File: src/lgfs_pkg.sv
`timescale 1ns / 1ps
// ----------------------------------------------------------------------------
// lgfs_pkg
// shared types and constants of the led group fade sequencer
// ----------------------------------------------------------------------------
package lgfs_pkg;

	// item operation codes
	typedef enum logic {
		OP_SET  = 1'b0,
		OP_TICK = 1'b1
	} op_t;

	// light mode codes
	typedef enum logic {
		MODE_WHITE = 1'b0,
		MODE_COLOR = 1'b1
	} mode_t;

	localparam int unsigned NUM_CH  = 5;
	localparam int unsigned LEVEL_W = 8;
	localparam int unsigned PCT_W   = 7;
	localparam int unsigned PROD_W  = 2 * PCT_W;
	localparam int unsigned DUTY_W  = 10;

	// channel slots
	localparam logic [2:0] CH_RED   = 3'd0;
	localparam logic [2:0] CH_GREEN = 3'd1;
	localparam logic [2:0] CH_BLUE  = 3'd2;
	localparam logic [2:0] CH_COOL  = 3'd3;
	localparam logic [2:0] CH_WARM  = 3'd4;

	// largest value a duty field can carry
	localparam logic [DUTY_W-1:0] DUTY_SAT = '1;

	// percent ceiling for level and temperature
	localparam logic [PCT_W-1:0] PCT_MAX = 7'd100;

	// floor(p*255/10000) == (p*SCALE_MUL) >> SCALE_SHIFT for p <= 10000
	localparam int unsigned      SCALE_SHIFT = 25;
	localparam int unsigned      SCALE_W     = 20;
	localparam logic [SCALE_W-1:0] SCALE_MUL = 20'd855639;

endpackage

File: src/led_group_fade_sequencer_core.sv
`timescale 1ns / 1ps
// path: an accepted item passes the s1, channel state (s2) and result registers
// throughput: one item per cycle while the output is not stalled, set by the
// state update loop (levels and targets are read and written back together)
// reset: arst_n clears levels, targets, mode and all valid flags at once;
// the block takes items from the first clock edge after reset release
// ----------------------------------------------------------------------------
// led_group_fade_sequencer_core
// five-channel led fader: set items load targets, tick items step the levels,
// every item returns the five pwm duties and a busy flag
// ----------------------------------------------------------------------------
module led_group_fade_sequencer_core #(
	parameter int unsigned DUTY_MAX = 999
) (
	input  logic                         clk,
	input  logic                         arst_n,
	// item input channel
	input  logic                         in_valid,
	output logic                         in_ready,
	input  logic                         operation,
	input  logic                         color_mode,
	input  logic [lgfs_pkg::LEVEL_W-1:0] red_target,
	input  logic [lgfs_pkg::LEVEL_W-1:0] green_target,
	input  logic [lgfs_pkg::LEVEL_W-1:0] blue_target,
	input  logic [lgfs_pkg::PCT_W-1:0]   white_level,
	input  logic [lgfs_pkg::PCT_W-1:0]   white_temp,
	// result output channel
	output logic                         out_valid,
	input  logic                         out_ready,
	output logic [lgfs_pkg::DUTY_W-1:0]  red_duty,
	output logic [lgfs_pkg::DUTY_W-1:0]  green_duty,
	output logic [lgfs_pkg::DUTY_W-1:0]  blue_duty,
	output logic [lgfs_pkg::DUTY_W-1:0]  cool_duty,
	output logic [lgfs_pkg::DUTY_W-1:0]  warm_duty,
	output logic                         fading
);

	localparam int unsigned LW = lgfs_pkg::LEVEL_W;
	localparam int unsigned PW = lgfs_pkg::PCT_W;
	localparam int unsigned XW = lgfs_pkg::PROD_W;
	localparam int unsigned DW = lgfs_pkg::DUTY_W;
	localparam int unsigned NC = lgfs_pkg::NUM_CH;

	// duty = level*DUTY_MAX/255 split into whole and remainder parts
	// so the remainder division stays within 16 bits
	localparam logic [8:0] DUTY_QUO = 9'(DUTY_MAX / 255);
	localparam logic [7:0] DUTY_REM = 8'(DUTY_MAX % 255);

	// ------------------------------------------------------------------
	// pipeline control
	// s1: registered item with the white split products
	// s2: result pending on the channel state registers
	// out: result item register
	// ------------------------------------------------------------------
	logic valid_s1;
	logic valid_s2;
	logic out_valid_q;
	logic out_adv;
	logic s2_adv;
	logic in_acc;

	assign out_adv  = !out_valid_q || out_ready;
	assign s2_adv   = !valid_s2 || out_adv;
	assign in_ready = !valid_s1 || s2_adv;
	assign in_acc   = in_valid && in_ready;

	// ------------------------------------------------------------------
	// input side: saturate percentages, form t*l and (100-t)*l
	// ------------------------------------------------------------------
	logic [PW-1:0] lvl_sat;
	logic [PW-1:0] temp_sat;
	logic [PW-1:0] temp_inv;
	logic [XW-1:0] cool_prod;
	logic [XW-1:0] warm_prod;

	always_comb begin
		lvl_sat   = (white_level > lgfs_pkg::PCT_MAX) ? lgfs_pkg::PCT_MAX : white_level;
		temp_sat  = (white_temp > lgfs_pkg::PCT_MAX) ? lgfs_pkg::PCT_MAX : white_temp;
		temp_inv  = lgfs_pkg::PCT_MAX - temp_sat;
		cool_prod = XW'(temp_sat) * XW'(lvl_sat);
		warm_prod = XW'(temp_inv) * XW'(lvl_sat);
	end

	lgfs_pkg::op_t   op_s1;
	lgfs_pkg::mode_t mode_s1;
	logic [LW-1:0]   red_s1;
	logic [LW-1:0]   green_s1;
	logic [LW-1:0]   blue_s1;
	logic [XW-1:0]   cool_prod_s1;
	logic [XW-1:0]   warm_prod_s1;

	// item payload, no reset needed
	always_ff @(posedge clk) begin
		if (in_acc) begin
			op_s1        <= lgfs_pkg::op_t'(operation);
			mode_s1      <= lgfs_pkg::mode_t'(color_mode);
			red_s1       <= red_target;
			green_s1     <= green_target;
			blue_s1      <= blue_target;
			cool_prod_s1 <= cool_prod;
			warm_prod_s1 <= warm_prod;
		end
	end

	// ------------------------------------------------------------------
	// channel state
	// ------------------------------------------------------------------
	logic [LW-1:0]   level_q  [NC];
	logic [LW-1:0]   target_q [NC];
	lgfs_pkg::mode_t mode_q;

	logic [LW-1:0]   level_nx  [NC];
	logic [LW-1:0]   target_nx [NC];
	logic [NC-1:0]   differs;
	logic [NC-1:0]   is_rgb;
	logic [NC-1:0]   move;
	logic            rgb_busy;
	logic            wht_busy;
	logic            off_busy;
	logic            step_rgb;
	logic            s1_fire;

	logic [XW+lgfs_pkg::SCALE_W-1:0] cool_scaled;
	logic [XW+lgfs_pkg::SCALE_W-1:0] warm_scaled;

	assign s1_fire = valid_s1 && s2_adv;

	always_comb begin
		for (int i = 0; i < NC; i++) begin
			differs[i] = level_q[i] != target_q[i];
			is_rgb[i]  = i < int'(lgfs_pkg::CH_COOL);
		end
		rgb_busy = |(differs & is_rgb);
		wht_busy = |(differs & ~is_rgb);

		// the group being turned off moves first; the active group only
		// once the other one has settled
		off_busy = (mode_q == lgfs_pkg::MODE_COLOR) ? wht_busy : rgb_busy;
		step_rgb = (mode_q == lgfs_pkg::MODE_COLOR) ? !off_busy : off_busy;
		move     = step_rgb ? is_rgb : ~is_rgb;

		// white split: floor(p*255/10000) by reciprocal multiply
		cool_scaled = (XW + lgfs_pkg::SCALE_W)'(cool_prod_s1)
			* (XW + lgfs_pkg::SCALE_W)'(lgfs_pkg::SCALE_MUL);
		warm_scaled = (XW + lgfs_pkg::SCALE_W)'(warm_prod_s1)
			* (XW + lgfs_pkg::SCALE_W)'(lgfs_pkg::SCALE_MUL);

		for (int i = 0; i < NC; i++) begin
			level_nx[i]  = level_q[i];
			target_nx[i] = target_q[i];
		end

		unique case (op_s1)
			lgfs_pkg::OP_SET: begin
				// set item: new targets only, levels keep fading from where they are
				if (mode_s1 == lgfs_pkg::MODE_COLOR) begin
					target_nx[lgfs_pkg::CH_RED]   = red_s1;
					target_nx[lgfs_pkg::CH_GREEN] = green_s1;
					target_nx[lgfs_pkg::CH_BLUE]  = blue_s1;
					target_nx[lgfs_pkg::CH_COOL]  = '0;
					target_nx[lgfs_pkg::CH_WARM]  = '0;
				end else begin
					target_nx[lgfs_pkg::CH_RED]   = '0;
					target_nx[lgfs_pkg::CH_GREEN] = '0;
					target_nx[lgfs_pkg::CH_BLUE]  = '0;
					target_nx[lgfs_pkg::CH_COOL]  =
						cool_scaled[lgfs_pkg::SCALE_SHIFT +: LW];
					target_nx[lgfs_pkg::CH_WARM]  =
						warm_scaled[lgfs_pkg::SCALE_SHIFT +: LW];
				end
			end
			lgfs_pkg::OP_TICK: begin
				// one step toward target on every channel of the chosen group
				for (int i = 0; i < NC; i++) begin
					if (move[i] && level_q[i] < target_q[i]) begin
						level_nx[i] = level_q[i] + 1'b1;
					end else if (move[i] && level_q[i] > target_q[i]) begin
						level_nx[i] = level_q[i] - 1'b1;
					end
				end
			end
			default: begin
			end
		endcase
	end

	always_ff @(posedge clk or negedge arst_n) begin
		if (!arst_n) begin
			for (int i = 0; i < NC; i++) begin
				level_q[i]  <= '0;
				target_q[i] <= '0;
			end
			mode_q <= lgfs_pkg::MODE_WHITE;
		end else if (s1_fire) begin
			for (int i = 0; i < NC; i++) begin
				level_q[i]  <= level_nx[i];
				target_q[i] <= target_nx[i];
			end
			if (op_s1 == lgfs_pkg::OP_SET) begin
				mode_q <= mode_s1;
			end
		end
	end

	// ------------------------------------------------------------------
	// result side: duties of the levels that the s2 item left behind
	// (a new item updating the state at the same edge is not yet seen)
	// ------------------------------------------------------------------
	function automatic logic [DW-1:0] duty_of(input logic [LW-1:0] lvl);
		logic [16:0] whole;
		logic [15:0] part;
		logic [16:0] part_div;
		logic [17:0] sum;
		whole    = 17'(lvl) * 17'(DUTY_QUO);
		part     = 16'(lvl) * 16'(DUTY_REM);
		// exact part/255 for any part below 65280
		part_div = 17'(part) + 17'(part[15:8]) + 17'd1;
		sum      = 18'(whole) + 18'(part_div[15:8]);
		return (sum > 18'(lgfs_pkg::DUTY_SAT)) ? lgfs_pkg::DUTY_SAT : sum[DW-1:0];
	endfunction

	logic [DW-1:0] duty_nx [NC];
	logic [DW-1:0] duty_q  [NC];
	logic          fading_q;

	always_comb begin
		for (int i = 0; i < NC; i++) begin
			duty_nx[i] = duty_of(level_q[i]);
		end
	end

	always_ff @(posedge clk) begin
		if (valid_s2 && out_adv) begin
			for (int i = 0; i < NC; i++) begin
				duty_q[i] <= duty_nx[i];
			end
			fading_q <= |differs;
		end
	end

	// valid flags
	always_ff @(posedge clk or negedge arst_n) begin
		if (!arst_n) begin
			valid_s1    <= 1'b0;
			valid_s2    <= 1'b0;
			out_valid_q <= 1'b0;
		end else begin
			if (in_ready) begin
				valid_s1 <= in_valid;
			end
			if (s2_adv) begin
				valid_s2 <= valid_s1;
			end
			if (out_adv) begin
				out_valid_q <= valid_s2;
			end
		end
	end

	assign out_valid  = out_valid_q;
	assign red_duty   = duty_q[lgfs_pkg::CH_RED];
	assign green_duty = duty_q[lgfs_pkg::CH_GREEN];
	assign blue_duty  = duty_q[lgfs_pkg::CH_BLUE];
	assign cool_duty  = duty_q[lgfs_pkg::CH_COOL];
	assign warm_duty  = duty_q[lgfs_pkg::CH_WARM];
	assign fading     = fading_q;

endmodule

File: config.mk
export PLATFORM = sky130hd
export DESIGN_NAME = led_group_fade_sequencer_core
export DESIGN_NICKNAME = d
export VERILOG_FILES = /design/src/lgfs_pkg.sv /design/src/led_group_fade_sequencer_core.sv
export SDC_FILE = /design/constraint.sdc
export NUM_CORES = 2
export LEC_CHECK = 0
export ABC_AREA = 1
export BUFFER_PORTS_ARGS = -buffer_cell sky130_fd_sc_hd__buf_2
export CAP_MARGIN = 20
export CELL_PAD_IN_SITES_DETAIL_PLACEMENT = 0
export CELL_PAD_IN_SITES_GLOBAL_PLACEMENT = 1
export CORE_AREA = 5 5 281 283
export CTS_BUF_LIST = sky130_fd_sc_hd__clkbuf_4 sky130_fd_sc_hd__clkbuf_8
export CTS_CLUSTER_DIAMETER = 100
export DETAILED_ROUTE_END_ITERATION = 8
export DIE_AREA = 0 0 286 288
export GPL_TIMING_DRIVEN = 1
export PLACE_DENSITY_LB_ADDON = 0.1
export SLEW_MARGIN = 20
export SYNTH_ARGS = -nofsm -noshare
export SYNTH_HDL_FRONTEND = slang
export SYNTH_SLANG_ARGS = --single-unit
File: constraint.sdc
create_clock -name clk -period 6.7 [get_ports clk]
set_input_delay 1.34 -clock clk [delete_from_list [all_inputs] [get_ports clk]]
set_output_delay 1.34 -clock clk [all_outputs]
set_load 0.01 [all_outputs]
# Yosys cells after proc, flatten, opt, wreduce, memory -nomap -nowiden
# Memory sizes are Yosys's and may differ from the RTL's.
# Cells that the tools add are included.
dict set report classes {
  n_eq_ne 5
  bitwise_logic 1
  mux 23
  multipliers 14
  n_addsub 26
  n_lt_le_gt_ge 17
  reduce_logical 34
}
# op count
set ops {}
lappend ops {{16-bit by 1-bit adder with 16-bit output (second input constant)} 5}
lappend ops {{16-bit by 8-bit adder with 16-bit output} 5}
lappend ops {{8-bit two-way mux} 10}
lappend ops {{8-bit by 7-bit multiplier with 15-bit output (second input constant)} 5}
lappend ops {{14-bit by 20-bit multiplier with 33-bit output (second input constant)} 2}
lappend ops {{10-bit by 8-bit adder with 11-bit output} 5}
lappend ops {{11-bit by 10-bit greater-than comparator with 1-bit output (second input constant)} 5}
lappend ops {{8-bit by 2-bit multiplier with 10-bit output (second input constant)} 5}
lappend ops {{10-bit two-way mux} 5}
lappend ops {{8-bit by 1-bit adder with 8-bit output (second input constant)} 5}
lappend ops {{8-bit greater-than comparator} 5}
lappend ops {{8-bit < comparator} 5}
lappend ops {{40-bit two-way mux} 1}
lappend ops {{8-bit != test} 5}
lappend ops {{8-bit by 1-bit subtractor with 8-bit output (second input constant)} 5}
lappend ops {{7-bit by 7-bit multiplier with 14-bit output} 2}
lappend ops {{3-bit AND reduction} 5}
lappend ops {{7-bit greater-than comparator (second input constant)} 2}
lappend ops {{7-bit two-way mux} 2}
lappend ops {{1-bit logical AND} 13}
lappend ops {{2-bit nonzero test} 5}
lappend ops {{7-bit subtractor (first input constant)} 1}
lappend ops {{5-bit two-way mux} 1}
lappend ops {{5-bit OR reduction} 1}
lappend ops {{7 further kinds} 15}
dict set report word_totals {
  output_inout_bits 53
  ff_bits 139
  input_bits 44
  mem_bits_rw 50
  memories 1
}
# name depth width rd rd_ports_with_merged_regs wr line
set mem_list {}
lappend mem_list {duty_q 5 10 5 0 5 led_group_fade_sequencer_core.sv:223} ;# logic [DW-1:0] duty_q [NC];

# Logic depth before layout (Yosys ltp)
dict set report logic_depth {
  ltp_word 9
  depth_mapped 40
}

# Worst setup path after synthesis
# OpenSTA, ideal clock, no wires.
dict set report synth_path {
  path_type {reg-to-reg}
  startpoint {register level_q[25] (netlist bit)}
  endpoint {memory duty_q[0][18] (netlist bit) (data pin)}
  setup_time_ps 254
  setup_slack_ps 190
  period_less_slack_ps 6510
  path_stages_with_launch 39
  arrival_time_ps 6256
  required_time_ps 6446
  path_cell_list {dfrtp_1 -> inv_1 -> fa_1 -> inv_1 -> fa_1 -> ha_1 -> inv_1 -> fa_1 -> inv_1 -> ha_1 -> nand2_1 -> inv_1 -> nand2_1 -> nand2_1 -> xnor2_1 -> inv_1 -> ha_1 -> a21o_1 -> [... 3 more ...] -> nand2_1 -> nand2_1 -> nand2_1 -> nand2_1 -> nand2_1 -> fa_1 -> inv_1 -> ha_1 -> a21oi_1 -> nand2_1 -> a21o_1 -> a21oi_1 -> inv_1 -> a21oi_1 -> nor2_1 -> nor2_1 -> xor2_1 -> inv_1}
}
# item line
set synth_lines {}
lappend synth_lines {{start: declaration} led_group_fade_sequencer_core.sv:108} ;# logic [LW-1:0] level_q [NC];
lappend synth_lines {{start signal: indexed assignment} led_group_fade_sequencer_core.sv:196} ;# level_q[i] <= level_nx[i];
lappend synth_lines {{end: declaration} led_group_fade_sequencer_core.sv:223}

==> out/metrics.csv <==
metric,value,unit
status,finished clean,
reg2reg_setup_slack,0.18,ns
rows,102,
synth_enable_flop_cells,104,
slew_violations,0,
synthTopCellsByCount,"inv_1, nand2_1, ha_1",
maxCapViolCount,0,
dr.pass1.iters,5,
clkTransAtPathRegs,0.13,ns
die_h,288,um
core,0.0764,sq mm
critical_path.max_fanout,5,
grt-ovfl-total,0,
worst_pin_slew,0.972,ns
clockRootBuffer,clkbuf_8,
period_needed,6.52,ns
synthArstFlopShare,44.7,%
slowest_stage,fa_1,
setup_viol,0,
setup_ws,0.184,ns
synth_most_common_cell,inv_1,
cts_made_buffers,17,
yosysWarningCount,0,
start_util,44.2,%
routed_wl,82400,um
grt_pass1_wl,137000,um
tritoncts,built,
finClkSkew,0.0517,ns
synth.avg_cell_area,7.93,sq um
grt_max_degree,60,
topRoutingLayerUsed,met4,
grt_pass1_vias,27067,
antenna_found_initial,1,
cp_common_cell,nand2_2,
cts_sinks,188,
max_slew_margin,35.2,%
critPathRequiredTime,7.07,ns
vias,26821,
track_usage,20.4,%
met1_length,39700,um
area_growth,11.1,%
routabilityCongestion,0.899,
wl_per_cell,15.0,um
grt_setup_unrepaired,yes,
endpoint_kind,flip-flop,
arrival,6.89,ns
seq_area_frac_synth,15.4,%
dieArea,0.0824,sq mm
io_buffers,96,
syn_area,0.0338,sq mm
wl_met3,2010,um
yosys-top-cells-area,"ha_1, fa_1, inv_1, nand2_1, edfxtp_1",
yosysUniqueCellTypes,45,
max_freq,0.153,GHz
synth-main-ff-cell,edfxtp_1,
nNetsFinal,5518,
viasPerCell,4.90,
finalHoldViolations,0,
drt_iter0_drc,1188,
htree_levels,4,
drc_errors,0,
die_w,286,um
fin_crit_sh,97.3,%
hpwl,71300,um
hold-worst-slack,0.495,ns
crit_type,flip-flop to flip-flop,
hp-class,flip-flop to flip-flop,
start_kind,flip-flop,
pre_cts_ws,0.00127,ns
netlist_instances,4263,
cpPeakStageDelay,0.62,ns
synth_top_area_share,24.7,%
drive_above_1_share,9.94,%
syn_nets,5307,
clock_path_buffers,2,
yosysTopAreaCell,ha_1,
drt.antenna.violating_nets,0,
met2RoutedLength,39600,um
worst_skew_pair.late_latency,0.64,ns
ios,97,
synth_seq_cells,188,
==> through the flow <==
step | cell area [sq um] | util, % | std cells | TNS, ns
detailed placement | 36200 | 47.4 | 5420 | 0
global route | 37600 | 49.1 | 5478 | -0.493
finish | 37600 | 49.1 | 5478 | 0
CTS | 36700 | 48.0 | 5453 | 0
floorplan | 33800 | - | 4263 | 0
global placement | 36200 | 47.4 | 5420 | 0
==> layer usage <==
metal	vias up	GRT usage, %
li1	13966	-
met1	12546	27.9
met2	253	35.2
met3	56	2.54
met4	0	3.88
met5	-	0
==> logic make-up (layout without fill, tap and decap cells) <==
group                      count (synthesis)  after routing  synth area share (%)
and+or+nand+nor                         1591           1591                  19.9
adders and majority gates               1000           1000                  44.3
buffers and inverters                    988           1212                  11.0
AOI/OAI and AO/OA                        391            391                  6.43
DFF                                      188            188                  15.4
xor gates and xnor gates                 105            105                  2.92
other                                      0              3                     0
==> layout make-up <==
type                       count  area [sq um]
inverter                     955          3580
clock inverter                15           235
clock buffer                  17           234
tap                          988          1240
timing repair buffer         225          1470
antenna                        3          7.51
fill                        7573         38900
sequential                   188          5230
multi-input combinational   3087         25600
==> worst paths after layout <==
path,end,from,cells past startpoint
worst max register to register,duty_q[0][18],level_q[26],38
min in group asynchronous,level_q[0],arst_n,1
worst max-delay path,duty_q[0][18],level_q[26],38
worst min register to register,target_q[30],green_s1[6],2
worst min-delay path,target_q[30],green_s1[6],2
max in group asynchronous,level_q[24],arst_n,2
==> registers in the layout (all words and copies together) (netlist names), 8 cells and up <==
name,count
target_q,40
cool_prod_s1,14
level_q,40
duty_q,50
blue_s1,8
green_s1,8
red_s1,8
warm_prod_s1,13
==> placed cells by master, fill, tap and decap left out, types with 83 or more instances in the layout <==
cell type,count
nand2_1,880
fa_1,326
edfxtp_1,104
nand3_1,237
buf_4,126
nor2_1,263
a21oi_1,147
inv_1,938
ha_1,639
o21ai_0,116
dfrtp_1,83
buf_2,95
==> worst max-delay path: cells and delay by family (launching register included) <==
kind	cells	cell delay (ns)
fa+ha+maj	8	2.99
xor+xnor	2	0.35
compound gates	6	0.96
flops	1	0.43
simple gates	15	0.98
buf+inv	7	0.57
==> timing repair <==
item                                    in CTS  in global routing
endpoints found under the setup margin       1                 21
hold buffers                                 0                  0
setup buffers                                1                 22
gates resized for setup                      2                147
pin swaps                                    0                 64
Power is not shown: default switching activity piles up to over one toggle a cycle in this logic, so the estimate is an artifact.
